`config.mk`:
```
export PLATFORM = sky130hd
export DESIGN_NAME = chained_hash_set_with_overflow_top
export DESIGN_NICKNAME = d
export VERILOG_FILES = /design/src/chs_pkg.sv /design/src/chained_hash_set_with_overflow_top.sv
export SDC_FILE = /design/constraint.sdc
export NUM_CORES = 1
export LEC_CHECK = 0
export BUFFER_PORTS_ARGS = -buffer_cell sky130_fd_sc_hd__buf_2
export CELL_PAD_IN_SITES_DETAIL_PLACEMENT = 0
export CELL_PAD_IN_SITES_GLOBAL_PLACEMENT = 1
export CORE_UTILIZATION = 29
export CTS_CLUSTER_DIAMETER = 30
export CTS_CLUSTER_SIZE = 16
export DETAILED_ROUTE_END_ITERATION = 10
export PLACE_DENSITY = 0.6
export SYNTH_ARGS = -nofsm -noshare
export SYNTH_HDL_FRONTEND = slang
export SYNTH_SLANG_ARGS = --single-unit
```
`constraint.sdc`:
```
create_clock -name clock -period 3.3 [get_ports clock]
set_clock_uncertainty 0.1 [all_clocks]
set_input_delay 0.165 -clock clock [delete_from_list [all_inputs] [get_ports clock]]
set_output_delay 0.165 -clock clock [all_outputs]
set_load 0.01 [all_outputs]
```
`src/chs_pkg.sv`:
```
// Shared constants, types and helpers for the chained hash set block.
`timescale 1ns / 1ps

package chs_pkg;

   // Default geometry of the node store
   localparam int DEF_TABLE_NODES = 16;
   localparam int DEF_BUCKETS     = 8;

   // Stream widths
   localparam int KEY_W = 8;
   localparam int RSP_W = 8;

   // Result bit positions inside rsp_tdata
   localparam int RSP_FOUND_BIT  = 0;
   localparam int RSP_STORED_BIT = 1;
   localparam int RSP_FULL_BIT   = 2;

   // Character constants used by the hash
   localparam logic [KEY_W-1:0] CHAR_UP_A   = 8'h41;
   localparam logic [KEY_W-1:0] CHAR_LO_A   = 8'h61;
   localparam logic [KEY_W-1:0] CHAR_LO_Z   = 8'h7A;
   localparam logic [KEY_W-1:0] CASE_OFFSET = 8'h20;

   // Request kind carried on req_tuser
   typedef enum logic {
      REQ_INSERT = 1'b0,
      REQ_LOOKUP = 1'b1
   } req_kind_type;

   // Fold a-z to upper case, then subtract 'A' modulo 256
   function automatic logic [KEY_W-1:0] hash_base(input logic [KEY_W-1:0] k);
      logic [KEY_W-1:0] u;
      u = k;
      if (k >= CHAR_LO_A && k <= CHAR_LO_Z) begin
         u = k - CASE_OFFSET;
      end
      return u - CHAR_UP_A;
   endfunction

endpackage

```
`src/chained_hash_set_with_overflow_top.sv`:
```
// Chained hash set of byte keys with primary and overflow node areas.
`timescale 1ns / 1ps

// Usage
//   Request channel (req_*): one transaction per request. req_tuser selects
//   insert (0) or lookup (1); req_tdata carries the key byte.
//   Response channel (rsp_*): exactly one transaction per request, in order.
//   rsp_tdata bit 0 found, bit 1 stored, bit 2 full (insert had no free node).
// Timing
//   One request at a time; req_tready is high only while the block is idle.
//   The bucket index comes from a reciprocal multiply in S_HASH. The chain
//   walk then reads one node per cycle, L nodes (1 .. 1 + TABLE_NODES -
//   BUCKETS). After the walk a miss passes through S_UPDATE, and an insert
//   that appends an overflow node also through S_LINK; S_DONE then loads
//   the response register when it is free, and the next request is taken
//   once the block is back in S_IDLE.
// Reset
//   Synchronous, active high. All home slots read empty and the overflow
//   area is free at once; no clearing pass is needed.
// Stall
//   The response sits in an output register. While rsp_tready is low a
//   finished request holds there, the next request may still be accepted,
//   and its own result waits inside until the output register frees up.
module chained_hash_set_with_overflow_top #(
   parameter int TABLE_NODES = chs_pkg::DEF_TABLE_NODES,
   parameter int BUCKETS     = chs_pkg::DEF_BUCKETS
) (
   input  logic                       clock,
   input  logic                       reset,
   input  logic                       req_tvalid,
   output logic                       req_tready,
   input  logic [chs_pkg::KEY_W-1:0]  req_tdata,   // [7:0] key
   input  logic                       req_tuser,   // [0] req_type
   output logic                       rsp_tvalid,
   input  logic                       rsp_tready,
   output logic [chs_pkg::RSP_W-1:0]  rsp_tdata    // [0] found, [1] stored, [2] full_res
);
   import chs_pkg::*;

   // Store geometry
   localparam int STORE_SZ = (TABLE_NODES > BUCKETS) ? TABLE_NODES : BUCKETS;
   localparam int LW = $clog2(STORE_SZ + 1);
   localparam int IW = $clog2(STORE_SZ);
   localparam int BW = $clog2(BUCKETS);
   localparam int RW = BW + 1;
   localparam logic [LW-1:0] NIL_LINK  = LW'(STORE_SZ);
   localparam logic [LW-1:0] FREE_INIT = (BUCKETS < TABLE_NODES) ? LW'(BUCKETS) : NIL_LINK;
   localparam logic [RW-1:0] BUCKETS_R = RW'(BUCKETS);

   // Reciprocal of BUCKETS, exact for every 8-bit dividend while BUCKETS <= 128
   localparam int RECIP_SH = 16;
   localparam logic [RECIP_SH-1:0] RECIP_M = RECIP_SH'((2**RECIP_SH + BUCKETS - 1) / BUCKETS);
   localparam logic [KEY_W-1:0] BUCKETS_K = KEY_W'(BUCKETS);

   typedef enum logic [2:0] {
      S_IDLE,
      S_HASH,
      S_CHECK,
      S_UPDATE,
      S_LINK,
      S_DONE
   } state_type;

   // Control and datapath registers
   state_type          state_ff, state_in;
   logic [KEY_W-1:0]   key_ff, key_in;
   req_kind_type       kind_ff, kind_in;
   logic [KEY_W-1:0]   div_ff, div_in;
   logic [RW-1:0]      rem_ff, rem_in;
   logic [IW-1:0]      cur_ff, cur_in;
   logic [IW-1:0]      tail_ff, tail_in;
   logic [IW-1:0]      new_ff, new_in;
   logic               first_ff, first_in;
   logic               found_ff, found_in;
   logic               stored_ff, stored_in;
   logic               full_ff, full_in;
   logic [LW-1:0]      free_head_ff, free_head_in;
   logic [BUCKETS-1:0] home_used_ff, home_used_in;
   logic [BUCKETS-1:0] link_valid_ff, link_valid_in;
   logic               rsp_tvalid_ff, rsp_tvalid_in;
   logic [RSP_W-1:0]   rsp_tdata_ff, rsp_tdata_in;

   // Node store
   logic [KEY_W-1:0] key_mem [STORE_SZ];
   logic [LW-1:0]    link_mem [STORE_SZ];
   logic [KEY_W-1:0] key_rd_ff;
   logic [LW-1:0]    link_rd_ff;
   logic             key_we, link_we;
   logic [IW-1:0]    key_waddr, link_waddr;
   logic [LW-1:0]    link_wdata;

   // Combinational helpers
   logic [BW-1:0]              bucket;
   logic [KEY_W+RECIP_SH-1:0]  recip_prod;
   logic [KEY_W-1:0]           quot;
   logic [KEY_W-1:0]           rem_full;
   logic                       hit;
   logic                       link_ok;
   logic                       chain_end;
   logic [LW:0]                free_next;

   assign bucket     = rem_ff[BW-1:0];
   assign recip_prod = (KEY_W+RECIP_SH)'(div_ff) * (KEY_W+RECIP_SH)'(RECIP_M);
   assign quot       = recip_prod[KEY_W+RECIP_SH-1:RECIP_SH];
   assign rem_full   = div_ff - quot * BUCKETS_K;
   assign hit        = (key_rd_ff == key_ff) && (!first_ff || home_used_ff[bucket]);
   assign link_ok    = first_ff ? link_valid_ff[bucket] : 1'b1;
   assign chain_end  = !link_ok || (link_rd_ff >= NIL_LINK);
   assign free_next  = {1'b0, free_head_ff} + (LW+1)'(1);

   assign req_tready = (state_ff == S_IDLE);
   assign rsp_tvalid = rsp_tvalid_ff;
   assign rsp_tdata  = rsp_tdata_ff;

   // Sequencer next-state logic
   always_comb begin
      state_in      = state_ff;
      key_in        = key_ff;
      kind_in       = kind_ff;
      div_in        = div_ff;
      rem_in        = rem_ff;
      cur_in        = cur_ff;
      tail_in       = tail_ff;
      new_in        = new_ff;
      first_in      = first_ff;
      found_in      = found_ff;
      stored_in     = stored_ff;
      full_in       = full_ff;
      free_head_in  = free_head_ff;
      home_used_in  = home_used_ff;
      link_valid_in = link_valid_ff;
      rsp_tvalid_in = rsp_tvalid_ff && !rsp_tready;
      rsp_tdata_in  = rsp_tdata_ff;
      key_we        = 1'b0;
      key_waddr     = cur_ff;
      link_we       = 1'b0;
      link_waddr    = cur_ff;
      link_wdata    = NIL_LINK;

      case (state_ff)
         S_IDLE: begin
            if (req_tvalid) begin
               key_in    = req_tdata;
               kind_in   = req_kind_type'(req_tuser);
               div_in    = hash_base(req_tdata);
               found_in  = 1'b0;
               stored_in = 1'b0;
               full_in   = 1'b0;
               state_in  = S_HASH;
            end
         end
         // Bucket index from the reciprocal multiply
         S_HASH: begin
            rem_in   = rem_full[RW-1:0];
            cur_in   = IW'(rem_full[BW-1:0]);
            first_in = 1'b1;
            state_in = S_CHECK;
         end
         // One chain node per cycle; read data belongs to cur_ff
         S_CHECK: begin
            if (hit) begin
               found_in = 1'b1;
               state_in = S_DONE;
            end else begin
               tail_in = cur_ff;
               if (chain_end) begin
                  state_in = S_UPDATE;
               end else begin
                  cur_in   = link_rd_ff[IW-1:0];
                  first_in = 1'b0;
               end
            end
         end
         S_UPDATE: begin
            state_in = S_DONE;
            if (kind_ff == REQ_INSERT) begin
               if (!home_used_ff[bucket]) begin
                  key_we               = 1'b1;
                  key_waddr            = IW'(bucket);
                  home_used_in[bucket] = 1'b1;
                  stored_in            = 1'b1;
               end else if (free_head_ff >= NIL_LINK) begin
                  full_in = 1'b1;
               end else begin
                  // Take the free head; the free list runs in index order
                  key_we     = 1'b1;
                  key_waddr  = free_head_ff[IW-1:0];
                  link_we    = 1'b1;
                  link_waddr = free_head_ff[IW-1:0];
                  link_wdata = NIL_LINK;
                  new_in     = free_head_ff[IW-1:0];
                  if (free_next < (LW+1)'(TABLE_NODES)) begin
                     free_head_in = free_next[LW-1:0];
                  end else begin
                     free_head_in = NIL_LINK;
                  end
                  state_in = S_LINK;
               end
            end
         end
         // Hook the new node onto the chain tail
         S_LINK: begin
            link_we    = 1'b1;
            link_waddr = tail_ff;
            link_wdata = LW'(new_ff);
            stored_in  = 1'b1;
            if (int'(tail_ff) < BUCKETS) begin
               link_valid_in[tail_ff[BW-1:0]] = 1'b1;
            end
            state_in = S_DONE;
         end
         S_DONE: begin
            if (!rsp_tvalid_ff || rsp_tready) begin
               rsp_tvalid_in                = 1'b1;
               rsp_tdata_in                 = '0;
               rsp_tdata_in[RSP_FOUND_BIT]  = found_ff;
               rsp_tdata_in[RSP_STORED_BIT] = stored_ff;
               rsp_tdata_in[RSP_FULL_BIT]   = full_ff;
               state_in                     = S_IDLE;
            end
         end
         default: begin
            state_in = S_IDLE;
         end
      endcase
   end

   // State and registered outputs
   always_ff @(posedge clock) begin
      if (reset) begin
         state_ff      <= S_IDLE;
         free_head_ff  <= FREE_INIT;
         home_used_ff  <= '0;
         link_valid_ff <= '0;
         rsp_tvalid_ff <= 1'b0;
         first_ff      <= 1'b0;
      end else begin
         state_ff      <= state_in;
         free_head_ff  <= free_head_in;
         home_used_ff  <= home_used_in;
         link_valid_ff <= link_valid_in;
         rsp_tvalid_ff <= rsp_tvalid_in;
         first_ff      <= first_in;
      end
      key_ff       <= key_in;
      kind_ff      <= kind_in;
      div_ff       <= div_in;
      rem_ff       <= rem_in;
      cur_ff       <= cur_in;
      tail_ff      <= tail_in;
      new_ff       <= new_in;
      found_ff     <= found_in;
      stored_ff    <= stored_in;
      full_ff      <= full_in;
      rsp_tdata_ff <= rsp_tdata_in;
   end

   // Node store: one write port per array, registered read at the next node
   always_ff @(posedge clock) begin
      if (key_we) begin
         key_mem[key_waddr] <= key_ff;
      end
      if (link_we) begin
         link_mem[link_waddr] <= link_wdata;
      end
      key_rd_ff  <= key_mem[cur_in];
      link_rd_ff <= link_mem[cur_in];
   end

   // Checks
   a_rem_in_range: assert property (@(posedge clock) disable iff (reset)
      (state_ff == S_CHECK) |-> (rem_ff < BUCKETS_R))
      else $error("bucket remainder out of range");

   a_result_exclusive: assert property (@(posedge clock) disable iff (reset)
      (state_ff == S_DONE) |-> !(found_ff && stored_ff) && !(stored_ff && full_ff)
                               && !(found_ff && full_ff))
      else $error("conflicting result flags");

   a_lookup_no_change: assert property (@(posedge clock) disable iff (reset)
      (state_ff == S_DONE && kind_ff == REQ_LOOKUP) |-> !stored_ff && !full_ff)
      else $error("lookup reported a store or full");

   a_free_head_moves_on_append: assert property (@(posedge clock) disable iff (reset)
      (state_ff != S_IDLE && !$stable(free_head_ff)) |->
         ($past(state_ff) == S_UPDATE && state_ff == S_LINK))
      else $error("free head moved outside an append");

   a_full_only_when_empty: assert property (@(posedge clock) disable iff (reset)
      (state_ff == S_DONE && full_ff) |-> (free_head_ff == NIL_LINK))
      else $error("full reported with free nodes left");

endmodule
```
### Word level (Yosys, flattened, before mapping)

Memories as Yosys holds them, arrays and structs flattened. A register that Yosys moved wholly into a read port is not among the register bits.
Index checks and enable logic that the tools add are counted.

| word-level totals | value |
|---|---|
| output and inout port bits | 10 |
| flip-flop bits (word level) | 59 |
| bits in writable memories | 208 |
| memories | 2 |

Memories:

| name | depth | bits a word | rd ports | clocked after Yosys merged registers in | wr ports | line | source |
|---|---|---|---|---|---|---|---|
| key_mem | 16 | 8 | 1 | 1 | 1 | chained_hash_set_with_overflow_top.sv:84 | `logic [KEY_W-1:0] key_mem [STORE_SZ];` |
| link_mem | 16 | 5 | 1 | 1 | 1 | chained_hash_set_with_overflow_top.sv:85 | `logic [LW-1:0] link_mem [STORE_SZ];` |

| operators by class | value |
|---|---|
| reductions and logical operators | 28 |
| $add $sub $neg | 4 |
| bitwise gates (word level) | 6 |
| multiplexer cells | 58 |
| equality and inequality tests | 16 |
| order comparisons | 10 |

Operator list:

| kind | count |
|---|---|
| 2-to-1 mux 4 bit | 8 |
| 2-to-1 mux 1 bit | 29 |
| 2-to-1 mux 3 bit | 7 |
| inequality test 2 bit (second input constant) | 9 |
| one-hot mux 3 bit (6 select lines) | 1 |
| bitwise OR 8 bit | 2 |
| one-hot mux 4 bit (2 select lines) | 2 |
| AND reduction 3 bit | 4 |
| >= comparator 5 bit (second input constant) | 2 |
| 2-to-1 mux 5 bit | 2 |
| subtractor 3 x 1 -> 3 bit (second input constant) | 3 |
| == test 8 bit | 1 |
| >= comparator 8 x 7 -> 1 bit (second input constant) | 1 |
| <= comparator 8 x 7 -> 1 bit (second input constant) | 1 |
| less-than comparator 3 x 4 -> 1 bit (second input constant) | 2 |
| one-hot mux 1 bit (2 select lines) | 4 |
| AND reduction 2 bit | 4 |
| AND reduction 4 bit | 2 |
| adder 5 x 1 -> 6 bit (second input constant) | 1 |
| binary-select mux 1 bit (select 3 bit) | 2 |
| demux 1 bit (select 3 bit) | 2 |
| == test 3 x 2 -> 1 bit (second input constant) | 2 |
| == test 3 bit (second input constant) | 2 |
| >= comparator 3 x 1 -> 1 bit (second input constant) | 2 |
| other kinds (13) | 27 |

### Depth between registers and ports, before layout

Gate-level depths: netlist of run 1.

| depth | value |
|---|---|
| word-level depth | 8 |
| gate-level depth with buffers | 13 |
| depth with buffers taken out | 10 |

### Worst setup path after synthesis of run 1

Ideal clock, no wire load.

| timing path | value |
|---|---|
| path type | reg2reg |
| start point | reg rem_ff[0] |
| end point | mem key_mem[15][0] (enable) |
| setup time | 398 ps |
| cell stages (with the launch flop) | 8 |
| required time | 2802 ps |
| arrival | 2880 ps |
| clock period less this slack | 3378 ps |
| slack | -78 ps |
| path through | edfxtp_1 buf_6 mux4_2 mux2i_4 nor3_1 o21ai_0 o21ai_0 nor4b_1 |

| between the ends | value |
|---|---|
| word-level cells in the longest chain between the ends | 7 |
| elaborated cells on any way between the ends | 10 |
| classes of those cells | 10 x mux |

RTL lines:

| what | line | source |
|---|---|---|
| start, declared | chained_hash_set_with_overflow_top.sv:69 | `logic [RW-1:0] rem_ff, rem_in;` |
| start signal, assigned | chained_hash_set_with_overflow_top.sv:248 | `rem_ff <= rem_in;` |
| binary-select mux 1 bit (select 3 bit) | chained_hash_set_with_overflow_top.sv:177 | `if (!home_used_ff[bucket]) begin` |
| 2-to-1 mux 1 bit (not written as such) | chained_hash_set_with_overflow_top.sv:177 |  |
| 2-to-1 mux 1 bit | chained_hash_set_with_overflow_top.sv:177 |  |
| 2-to-1 mux 1 bit | chained_hash_set_with_overflow_top.sv:176 | `if (kind_ff == REQ_INSERT) begin` |
| 2-to-1 mux 1 bit | chained_hash_set_with_overflow_top.sv:140 | `case (state_ff)` |
| 2-to-1 mux 1 bit | chained_hash_set_with_overflow_top.sv:260 | `if (key_we) begin` |
| 2-to-1 mux 1 bit (not written as such) | chained_hash_set_with_overflow_top.sv:261 | `key_mem[key_waddr] <= key_ff;` |
| end, declared | chained_hash_set_with_overflow_top.sv:84 |  |

Several ways; a longest one is shown, not always the timed one. The select of a mux whose other input is x is not followed.

### Worst setup path after layout of run 1

| timing path | value |
|---|---|
| start point | reg rem_ff[0] |
| end point | reg link_rd_ff[4], read port of link_mem |

| between the ends | value |
|---|---|
| word-level cells in the longest chain between the ends | 8 |
| elaborated cells on any way between the ends | 12 |
| classes of those cells | 8 x mux; 4 x reduce/logical |

RTL lines:

| what | line | source |
|---|---|---|
| binary-select mux 1 bit (select 3 bit) | chained_hash_set_with_overflow_top.sv:107 | `assign link_ok = first_ff ? link_valid_ff[bucket] : 1'b1;` |
| 2-to-1 mux 1 bit (not written as such) | chained_hash_set_with_overflow_top.sv:107 |  |
| 2-to-1 mux 1 bit | chained_hash_set_with_overflow_top.sv:107 |  |
| zero test 1 bit | chained_hash_set_with_overflow_top.sv:108 | `assign chain_end = !link_ok \|\| (link_rd_ff >= NIL_LINK);` |
| logical OR 1 bit | chained_hash_set_with_overflow_top.sv:108 |  |
| 2-to-1 mux 4 bit | chained_hash_set_with_overflow_top.sv:166 | `if (chain_end) begin` |
| 2-to-1 mux 4 bit (*) | chained_hash_set_with_overflow_top.sv:161 | `if (hit) begin` |
| one-hot mux 4 bit (2 select lines) (*) | chained_hash_set_with_overflow_top.sv:140 |  |
| net cur_in[3] | chained_hash_set_with_overflow_top.sv:70 | `logic [IW-1:0] cur_ff, cur_in;` |
| end, declared | chained_hash_set_with_overflow_top.sv:87 | `logic [LW-1:0] link_rd_ff;` |

The timed path passes the listed nets; every way through them passes the cells marked *. The select of a mux whose other input is x is not followed.
A chain may end at the register's enable or synchronous reset.

==> flow_summary.yaml, run 1 <==
critical_path:
  critPathCaptureType: "register"
  cp_max_fo: 7
  regToRegEndpoint: "link_rd_ff[4]"
  start_kind: "register"
  worst_ep_arrival_time_ns: 3.55
  required_ns: 3.64
  reg2reg_from: "rem_ff[0]"
  register_to_register_setup_slack_ns: 0.09
  worstRegToRegCells: 10
  crit_type: "register to register"
finish:
  final_area_mm2: 0.0146
  finalNonFillerCells: 1490
  nNetsFinal: 949
  synthToLayoutAreaGrowth_pct: 27.1
  post_route_cells_drive_above_1_share: 0.284
  antenna_cells: 0
placement:
  placement.io_buffers: 17
  placed_area_mm2: 0.0127
  placement.setup.worst_slack_ns: 0.0159
  place_hpwl_um: 19400
  final_gp_congestion: 0.818
  dpl.cell_count: 1382
floorplan:
  floorplan.die_area_mm2: 0.0404
  horizontal_extent_of_the_die_um: 201
  dieHeight_um: 201
  floorplan.rows: 72
  ios: 23
  core_mm2: 0.0388
  initial_core_util: 0.296
clocking:
  clock_tree.htree_level_count: 2
  clk_pin_slew_ns: 0.05
  insertion_delay_ns: 0.54
  clk_path_buf_depth: 3
  clk_sinks: 280
  cts_tree: "built"
  cts_root_buf: "sky130_fd_sc_hd__clkbuf_16"
  cts_buffers: 47
global_route:
  first_global_vias: 7144
  maximum_number_of_pins_on_one_net_before_global_route_repair: 33
  grt_antenna_before_repair: 0
  global_route.overflow_total: 0
  grt_first_pass_wirelength_um: 43600
  grt.total_usage: 0.141
synth:
  top_count_cell_post_synth: "sky130_fd_sc_hd__edfxtp_1"
  synth_area_per_cell_um2: 14.3
  synth_warnings: 0
  yosys-top-cells-area: "sky130_fd_sc_hd__edfxtp_1 62%, sky130_fd_sc_hd__dfxtp_1 7.5%, sky130_fd_sc_hd__mux2_2 4.7%"
  synth-edff-count: 237
  synth-async-reset-ratio: 0
  synth.yosys.seq_area_share: 0.694
  syn-instance-count: 806
  synth_seq_cells: 280
  yosys.cell_types.count: 62
  post_synth_instance_area_mm2: 0.0115
  yosysTopAreaCellShare: 0.619
  synth_flop_cell: "sky130_fd_sc_hd__edfxtp_1"
  post-synth-top-area-cell: "sky130_fd_sc_hd__edfxtp_1"
  synth.top_cells.by_count: "237 x sky130_fd_sc_hd__edfxtp_1, 70 x sky130_fd_sc_hd__nor2_1, 48 x sky130_fd_sc_hd__mux2_2, 48 x sky130_fd_sc_hd__nand2_1, 47 x sky130_fd_sc_hd__a21oi_1"
sta:
  max_slew_margin: 0.537
  timing_max_transition_violations_final: 0
  tcrit_tclk_final: 0.972
  crit_path_setup_slack_layout_ns: 0.0936
  rsz_0062_raised_after_global_routing: "yes"
  final_hold_fails: 0
  worst_slew_pin_slew_ns: 0.695
  time_the_final_worst_path_needs_with_i_o_delays_and_setup_ns: 3.21
  maxClockFrequency_ghz: 0.312
  worst_hold_slack_after_final_layout_ns: 0.238
  timing.final.setup_violations: 0
detailed_routing:
  antenna_violation_net_count_after_detailed_routing: 0
  via_count: 7089
  firstDrtPassIters: 5
  drt-wirelength-per-cell_um: 19.0
  drt-initial-drc-count: 561
  drt_drc_violations_left: 0
  drt-total-wl_um: 28400
  via_per_inst: 4.76
power_and_ir_drop:
  power.density_cell_area_mw_per_mm2: 871
  total_leakage_power_nw: 5.03
  p_total_mw: 12.7
  vdd_ir_drop_max_mv: 0.464
outcome:
  status: "complete, no violations"
min_path:
  hold_path_end: "kind_ff"
  min_from: "req_tuser"
  hold_depth: 2
  hold_path.class: "input pin to register"
job:
  maxCapViolations: 0
## worst max path at each step
| stage | start | end | slack (ns) |
|---|---|---|---|
| 2_1_floorplan | rem_ff[0] | link_rd_ff[2] | 0.19 |
| 3_3_place_gp | rem_ff[1] | link_rd_ff[4] | -0.004 |
| 3_5_place_dp | rem_ff[0] | link_rd_ff[4] | 0.02 |
| 4_1_cts | rem_ff[0] | key_rd_ff[5] | 0.08 |
| 6_report | rem_ff[0] | link_rd_ff[4] | 0.09 |
| 5_1_grt | rem_ff[0] | link_rd_ff[4] | -0.05 |
## per-stage QoR
step,setup TNS [ns],utilization
2_1_floorplan,0,-
3_3_place_gp,-0.00417,0.326
3_5_place_dp,0,0.326
4_1_cts,0,0.371
5_1_grt,-0.154,0.376
6_report,0,0.376
## flip-flops by register name (all words and copies together), names as in the netlist, 3 cells and up
register,cells
free_head_ff,5
link_valid_ff,8
home_used_ff,8
tail_ff,4
key_ff,8
rsp_tdata,3
rem_ff,3
key_rd_ff,8
link_mem,80
key_mem,128
div_ff,3
link_rd_ff,5
state_ff,3
new_ff,4
cur_ff,4
## critical path, cell delays in order, from the launching register on
cell,delay [ns]
sky130_fd_sc_hd__edfxtp_1,0.43
sky130_fd_sc_hd__mux4_2,0.39
sky130_fd_sc_hd__mux2i_4,0.09
sky130_fd_sc_hd__a2111o_2,0.57
sky130_fd_sc_hd__and3_1,0.19
sky130_fd_sc_hd__a21oi_1,0.32
sky130_fd_sc_hd__inv_1,0.20
sky130_fd_sc_hd__nand3_2,0.21
sky130_fd_sc_hd__buf_4,0.18
sky130_fd_sc_hd__o2111ai_2,0.17
sky130_fd_sc_hd__a211oi_2,0.25
## timing repair
| action | CTS | global route |
|---|---|---|
| endpoints found under the setup margin | 1 | 100 |
| gates resized for setup | 2 | 29 |
| pin swaps | 0 | 0 |
| hold endpoints to repair | 34 | 0 |
| hold buffers | 13 | 0 |
| buffers inserted | 0 | 6 |
| gates cloned | 0 | 2 |
## cell type report
| type | instances | area [um2] |
|---|---|---|
| fill | 3686 | 24200 |
| tap | 518 | 648 |
| sequential | 280 | 7980 |
| timing repair buffer | 113 | 943 |
| multi-input combinational | 475 | 3380 |
| clock buffer | 57 | 1260 |
| inverter | 17 | 66.3 |
| clock inverter | 30 | 333 |
## metal layers
metal  vias up  global-route usage  wire length [um]
li1       3368                   -                 -
met1      3511               0.199             13400
met2       158               0.222             13100
met3        52              0.0198              1160
met4         0              0.0477               636
met5         -                   0                 0
## where the power goes
| part | internal, mW | switching (mW) | leakage, nW |
|---|---|---|---|
| clock network | 3.19 | 1.66 | 0.772 |
| registers | 4.10 | 0.195 | 2.47 |
| logic | 1.54 | 2.03 | 1.79 |
## kinds of logic after synthesis
family | Yosys count | share of synthesized area
XOR/XNOR | 10 | 0.00762
adder cells (fa/ha/maj) | 2 | 0.00218
AND/OR/NAND/NOR | 214 | 0.0899
flip-flops | 280 | 0.694
AO/OA/AOI/OAI | 164 | 0.101
buffers and inverters | 55 | 0.0258
multiplexers | 80 | 0.0793
other | 1 | 0.000326
## cells in the final DEF, fill, tap and decap left out, drive strengths merged, types with 3 or more instances in the layout
| master | instances |
|---|---|
| a2111oi | 3 |
| a211oi | 15 |
| a21oi | 47 |
| a22o | 6 |
| a31oi | 7 |
| and2 | 3 |
| and3 | 7 |
| buf | 99 |
| bufinv | 6 |
| clkbuf | 58 |
| clkinv | 15 |
| clkinvlp | 3 |
| conb | 5 |
| dfxtp | 43 |
| dlygate4sd3 | 13 |
| edfxtp | 237 |
| inv | 23 |
| mux2 | 48 |
| mux2i | 29 |
| mux4 | 3 |
| nand2 | 49 |
| nand2b | 8 |
| nand3 | 21 |
| nand3b | 5 |
| nand4 | 14 |
| nor2 | 72 |
| nor2b | 9 |
| nor3 | 12 |
| o2111ai | 12 |
| o21ai | 24 |
| o221a | 6 |
| o22a | 7 |
| o22ai | 25 |
| or2 | 6 |
| xnor2 | 8 |
Note: power is estimated with default switching activity, not from simulation.
==> run 2: changes to the inputs <==
--- a/config.mk
+++ b/config.mk
@@ -5,7 +5,7 @@
 export SDC_FILE = /design/constraint.sdc
 export NUM_CORES = 1
 export LEC_CHECK = 0
-export BUFFER_PORTS_ARGS = -buffer_cell sky130_fd_sc_hd__buf_2
+export BUFFER_PORTS_ARGS = -buffer_cell sky130_fd_sc_hd__buf_4
 export CELL_PAD_IN_SITES_DETAIL_PLACEMENT = 0
 export CELL_PAD_IN_SITES_GLOBAL_PLACEMENT = 1
 export CORE_UTILIZATION = 29
==> flow_summary.yaml, run 2 (synthesis results as in run 1) <==
outcome:
  status: "complete, no violations"
critical_path:
  regToRegEndpoint: "key_rd_ff[7]"
  worst_ep_arrival_time_ns: 3.55
  worstRegToRegCells: 13
  critPathTopFamily: "multiplexers"
  crit_path_start: "rem_ff[1]"
  required_ns: 3.64
  register_to_register_setup_slack_ns: 0.09
  critPathBufInv: 5
  crit_type: "register to register"
  max_stage_delay_ns: 0.49
  critPathCaptureType: "register"
  cp_max_fo: 17
  start_kind: "register"
  crit_slowest_cell: "sky130_fd_sc_hd__edfxtp_1"
  worstPathCellList: "buf_4 > mux4_2 > mux2i_4 > a2111oi_4 > buf_4 > o31ai_4 > nor2_4 > inv_4 > buf_12 > buf_4 > mux2_2 > o22ai_1 > a211oi_2"
  path_common_cell: "sky130_fd_sc_hd__buf_4"
  reg2reg_from: "rem_ff[1]"
sta:
  final_hold_fails: 0
  timing.final.setup_violations: 0
  tcrit_tclk_final: 0.972
  time_the_final_worst_path_needs_with_i_o_delays_and_setup_ns: 3.21
  timing_max_transition_violations_final: 0
  max_slew_margin: 0.489
  worst_hold_slack_after_final_layout_ns: 0.223
  maxClockFrequency_ghz: 0.312
  worst_slew_pin_slew_ns: 0.767
global_route:
  grt_first_pass_wirelength_um: 43800
  grt.total_usage: 0.143
  first_global_vias: 7215
  global_route.overflow_total: 0
  maximum_number_of_pins_on_one_net_before_global_route_repair: 27
  grt_antenna_before_repair: 0
detailed_routing:
  via_per_inst: 4.78
  via_count: 7144
  drt-initial-drc-count: 465
  drt-total-wl_um: 28400
  antenna_violation_net_count_after_detailed_routing: 0
  drt-wirelength-per-cell_um: 19.0
  firstDrtPassIters: 4
  drt_drc_violations_left: 0
power_and_ir_drop:
  p_total_mw: 12.9
  vdd_ir_drop_max_mv: 0.522
  power.density_cell_area_mw_per_mm2: 878
  total_leakage_power_nw: 5.06
min_path:
  hold_depth: 2
  hold_path_end: "key_ff[5]"
  hold_path.class: "input pin to register"
  min_from: "req_tdata[5]"
floorplan:
  core_mm2: 0.0388
  horizontal_extent_of_the_die_um: 201
  initial_core_util: 0.296
  floorplan.die_area_mm2: 0.0404
  dieHeight_um: 201
  floorplan.rows: 72
  ios: 23
finish:
  nNetsFinal: 950
  largestRegisters: "key_mem: 128 flops, link_mem: 80 flops"
  finalNonFillerCells: 1493
  area_of_the_multi_input_gates_mm2: 0.00330
  sequential_cell_area_in_the_final_layout_mm2: 0.00798
  top_library_cells_by_usage_in_the_layout_fill_and_taps_aside: "237 x sky130_fd_sc_hd__edfxtp_1, 95 x sky130_fd_sc_hd__buf_4, 70 x sky130_fd_sc_hd__nor2_1"
  final_area_mm2: 0.0147
  synthToLayoutAreaGrowth_pct: 27.7
  post_route_cells_drive_above_1_share: 0.281
  mostFrequentLayoutCell: "sky130_fd_sc_hd__edfxtp_1"
  filler_cell_count: 3646
  antenna_cells: 0
  max_ffs_per_register: 128
  largest_register: "key_mem"
placement:
  final_gp_congestion: 0.804
  dpl.cell_count: 1385
  placement.io_buffers: 17
  placed_area_mm2: 0.0127
  place_hpwl_um: 19500
clocking:
  clk_path_buf_depth: 3
  insertion_delay_ns: 0.56
  clk_pin_slew_ns: 0.06
  cts_root_buf: "sky130_fd_sc_hd__clkbuf_16"
  clk_sinks: 280
  clock_tree.htree_level_count: 2
  cts_tree: "built"
  cts_buffers: 50
job:
  maxCapViolations: 0
[run 2: cell types whose count changed in the layout (fill, tap and decap cells not counted), sizes merged]
cell,before,now
clkbuf,58,52
buf,99,98
bufinv,6,8
clkinv,15,20
clkinvlp,3,6
[run 2: what timing repair did]
action / CTS / global route
buffers inserted: 0 / 3
hold endpoints to repair: 41 / 0
cloned: 0 / 0
pin swaps: 0 / 2
resized for setup: 1 / 8
endpoints found under the setup margin: 1 / 12
hold buffers: 13 / 0
[run 2: worst max path at each step]
stage	slack [ns]	end	cells after the start
floorplan	0.19	link_rd_ff[2]	12
global placement	-0.004	link_rd_ff[0]	10
detailed placement	0.01	key_rd_ff[3]	12
CTS	0.008	key_rd_ff[3]	12
global route	-0.009	key_rd_ff[7]	13
finish	0.09	key_rd_ff[7]	13
[run 2: per-layer routing]
layer	GRT usage	vias to the layer above	wire (um)
li1	-	3379	-
met1	0.194	3559	13200
met2	0.234	164	13500
met3	0.0258	42	1110
met4	0.0425	0	531
met5	0	-	0
[run 2: cell type report]
class                   count  area share
clock buffers              52      0.0865
clock inverters            40      0.0348
inverters                  17     0.00452
multi-input cells         475       0.225
flip-flops and latches    280       0.544
well taps                 518      0.0442
repair buffers            111      0.0616
[run 2: report_power, final]
part / leakage [nW] / switching [mW] / internal, mW
Clock: 0.850 / 1.82 / 3.46
Sequential: 2.47 / 0.174 / 4.11
Combinational: 1.74 / 1.94 / 1.37
Total: 5.06 / 3.94 / 8.94
[run 2: stage by stage]
stage	setup TNS, ns	util	setup slack [ns]
after detailed placement	0	0.327	0.0133
final	0	0.378	0.0934
after floorplan	0	-	0.187
after global routing	-0.00900	0.378	-0.00886
after CTS	0	0.376	0.00753
after global placement	-0.00386	0.327	-0.00386
==> run 3: changes to the inputs <==
--- a/config.mk
+++ b/config.mk
@@ -5,14 +5,16 @@
 export SDC_FILE = /design/constraint.sdc
 export NUM_CORES = 1
 export LEC_CHECK = 0
+export ABC_AREA = 1
 export BUFFER_PORTS_ARGS = -buffer_cell sky130_fd_sc_hd__buf_4
 export CELL_PAD_IN_SITES_DETAIL_PLACEMENT = 0
 export CELL_PAD_IN_SITES_GLOBAL_PLACEMENT = 1
 export CORE_UTILIZATION = 29
+export CTS_BUF_LIST = sky130_fd_sc_hd__clkbuf_16
 export CTS_CLUSTER_DIAMETER = 30
 export CTS_CLUSTER_SIZE = 16
 export DETAILED_ROUTE_END_ITERATION = 10
-export PLACE_DENSITY = 0.6
+export PLACE_DENSITY = 0.63
 export SYNTH_ARGS = -nofsm -noshare
 export SYNTH_HDL_FRONTEND = slang
 export SYNTH_SLANG_ARGS = --single-unit
==> flow_summary.yaml, run 3 <==
outcome:
  status: "complete, no violations"
power_and_ir_drop:
  total_leakage_power_nw: 6.38
  p_total_mw: 16.4
  vdd_ir_drop_max_mv: 0.707
  power.density_cell_area_mw_per_mm2: 1050
floorplan:
  floorplan.rows: 75
  ios: 23
  horizontal_extent_of_the_die_um: 210
  floorplan.die_area_mm2: 0.0441
  initial_core_util: 0.296
  dieHeight_um: 210
  core_mm2: 0.0423
clocking:
  clk_path_buf_depth: 3
  cts_buffers: 51
  insertion_delay_ns: 0.55
  clk_sinks: 280
  clk_pin_slew_ns: 0.05
  cts_tree: "built"
  clock_tree.htree_level_count: 2
  cts_root_buf: "sky130_fd_sc_hd__clkbuf_16"
synth:
  top_count_cell_post_synth: "sky130_fd_sc_hd__nand3_1"
  synth.top_cells.by_count: "263 x sky130_fd_sc_hd__nand3_1, 237 x sky130_fd_sc_hd__edfxtp_1, 218 x sky130_fd_sc_hd__inv_1"
  post_synth_instance_area_mm2: 0.0125
  synth_area_per_cell_um2: 10.2
  synth_flop_cell: "sky130_fd_sc_hd__edfxtp_1"
  yosys.cell_types.count: 38
  syn-instance-count: 1234
  post-synth-top-area-cell: "sky130_fd_sc_hd__edfxtp_1"
  synth-async-reset-ratio: 0
  synth_seq_cells: 280
  synth_warnings: 0
  yosys-top-cells-area: "sky130_fd_sc_hd__edfxtp_1 57%, sky130_fd_sc_hd__nand3_1 10%, sky130_fd_sc_hd__dfxtp_1 6.9%"
  synth.yosys.seq_area_share: 0.636
  synth-edff-count: 237
  yosysTopAreaCellShare: 0.567
sta:
  tcrit_tclk_final: 0.938
  worst_slew_pin_slew_ns: 0.782
  rsz_0062_raised_after_global_routing: "yes"
  maxClockFrequency_ghz: 0.323
  max_slew_margin: 0.477
  final_hold_fails: 0
  worst_hold_slack_after_final_layout_ns: 0.246
  timing_max_transition_violations_final: 0
  time_the_final_worst_path_needs_with_i_o_delays_and_setup_ns: 3.10
  timing.final.setup_violations: 0
critical_path:
  start_kind: "register"
  critPathCaptureType: "register"
  worst_ep_arrival_time_ns: 3.18
  crit_type: "register to register"
  required_ns: 3.38
  cp_max_fo: 7
  register_to_register_setup_slack_ns: 0.20
global_route:
  first_global_vias: 8790
  grt.total_usage: 0.146
  grt_first_pass_wirelength_um: 49400
  maximum_number_of_pins_on_one_net_before_global_route_repair: 89
  grt_antenna_before_repair: 0
  global_route.overflow_total: 0
finish:
  area_of_the_multi_input_gates_mm2: 0.00340
  layout_utilization: 0.370
  max_ffs_per_register: 128
  mostFrequentLayoutCell: "sky130_fd_sc_hd__nand3_1"
  finalNonFillerCells: 1944
  largestRegisters: "key_mem: 128 flops, link_mem: 80 flops"
  nNetsFinal: 1340
  filler_cell_count: 4192
  post_route_cells_drive_above_1_share: 0.146
  top_library_cells_by_usage_in_the_layout_fill_and_taps_aside: "261 x sky130_fd_sc_hd__nand3_1, 237 x sky130_fd_sc_hd__edfxtp_1, 221 x sky130_fd_sc_hd__inv_1"
  sequential_cell_area_in_the_final_layout_mm2: 0.00798
  antenna_cells: 0
  largest_register: "key_mem"
  synthToLayoutAreaGrowth_pct: 24.8
placement:
  place_hpwl_um: 20000
  placement.io_buffers: 17
  final_gp_congestion: 0.836
  dpl.cell_count: 1835
detailed_routing:
  firstDrtPassIters: 5
  drt-wirelength-per-cell_um: 16.2
  antenna_violation_net_count_after_detailed_routing: 0
  drt-initial-drc-count: 509
  via_count: 8736
  drt_drc_violations_left: 0
  drt-total-wl_um: 31400
  via_per_inst: 4.49
min_path:
  hold_path.class: "input pin to register"
job:
  maxCapViolations: 0
==> run 3: cell count changes in the layout (fill, tap and decap cells not counted), moves of 11 or more <==
cell and change:
sky130_fd_sc_hd__nand3b_1 +47, sky130_fd_sc_hd__nand2_1 +119, sky130_fd_sc_hd__o2111ai_1 -11, sky130_fd_sc_hd__a21oi_1 -28, sky130_fd_sc_hd__a211oi_1 -12, sky130_fd_sc_hd__nand3_1 +241
sky130_fd_sc_hd__mux2i_1 -27, sky130_fd_sc_hd__o22ai_1 -18, sky130_fd_sc_hd__inv_1 +206, sky130_fd_sc_hd__buf_4 -21, sky130_fd_sc_hd__mux2_2 -48
==> run 3: through the flow <==
stage | instance area (um2) | TNS (ns) | worst slack [ns]
after floorplan | 12600 | 0 | 0.384
after global placement | 13600 | 0 | 0.217
after detailed placement | 13600 | 0 | 0.159
after CTS | 15600 | 0 | 0.139
after global routing | 15700 | -0.862 | -0.0848
final | 15700 | 0 | 0.203
==> run 3: cells by family (layout without fill, tap and decap cells) <==
| kind of cell | after synthesis | in the layout | synth area share |
|---|---|---|---|
| other cells | 1 | 5 | 0.000299 |
| simple gates | 591 | 591 | 0.227 |
| xor+xnor | 9 | 9 | 0.00628 |
| buf+inv | 289 | 418 | 0.0978 |
| compound gates | 62 | 62 | 0.0302 |
| fa+ha+maj | 2 | 2 | 0.00199 |
| flops | 280 | 280 | 0.636 |
==> run 3: routing by layer <==
metal	part of all wire	track usage	vias up
li1	-	-	4325
met1	0.45	0.191	4156
met2	0.48	0.245	197
met3	0.044	0.0219	58
met4	0.025	0.0508	0
met5	0	0	-
==> run 3: what timing repair did <==
item,in CTS,in global routing
hold endpoints to repair,39,0
buffers inserted,0,1
hold buffers,13,0
resized for setup,0,7
setup endpoints to repair,0,85
==> run 3: layout make-up <==
| type | instances | area share |
|---|---|---|
| Clock inverter | 42 | 0.0333 |
| Clock buffer | 53 | 0.0847 |
| Multi-Input combinational cell | 669 | 0.217 |
| Tap cell | 577 | 0.0461 |
| Sequential cell | 280 | 0.510 |
| Timing Repair Buffer | 95 | 0.0540 |
| Inverter | 228 | 0.0547 |
==> run 3: worst paths after layout <==
| check | startpoint | end | cells after the start |
|---|---|---|---|
| min reg2reg | found_ff | rsp_tdata[0] | 0 |
| max | rem_ff[1] | link_mem[13][4] | 15 |
| max reg2reg | rem_ff[1] | link_mem[13][4] | 15 |
| min | req_tdata[5] | key_ff[5] | 2 |
==> run 3: power by group <==
| part | switching (mW) | internal [mW] |
|---|---|---|
| Combinational | 4.45 | 1.96 |
| Sequential | 0.180 | 4.23 |
| Clock | 1.77 | 3.78 |
| Total | 6.41 | 9.97 |
==> run 3: worst max-delay path, stage by stage, from the launching register on <==
cell,delay [ns]
sky130_fd_sc_hd__edfxtp_1,0.53
sky130_fd_sc_hd__nor2_4,0.21
sky130_fd_sc_hd__nand2_1,0.07
sky130_fd_sc_hd__nor2_1,0.10
sky130_fd_sc_hd__nor2_1,0.07
sky130_fd_sc_hd__nand2_1,0.15
sky130_fd_sc_hd__inv_1,0.11
sky130_fd_sc_hd__nor2_2,0.16
sky130_fd_sc_hd__inv_2,0.08
sky130_fd_sc_hd__nor2_1,0.24
sky130_fd_sc_hd__nand2_1,0.09
sky130_fd_sc_hd__o211ai_1,0.09
sky130_fd_sc_hd__nand2_1,0.12
sky130_fd_sc_hd__inv_1,0.08
sky130_fd_sc_hd__nand2_1,0.12
sky130_fd_sc_hd__nor2_1,0.41
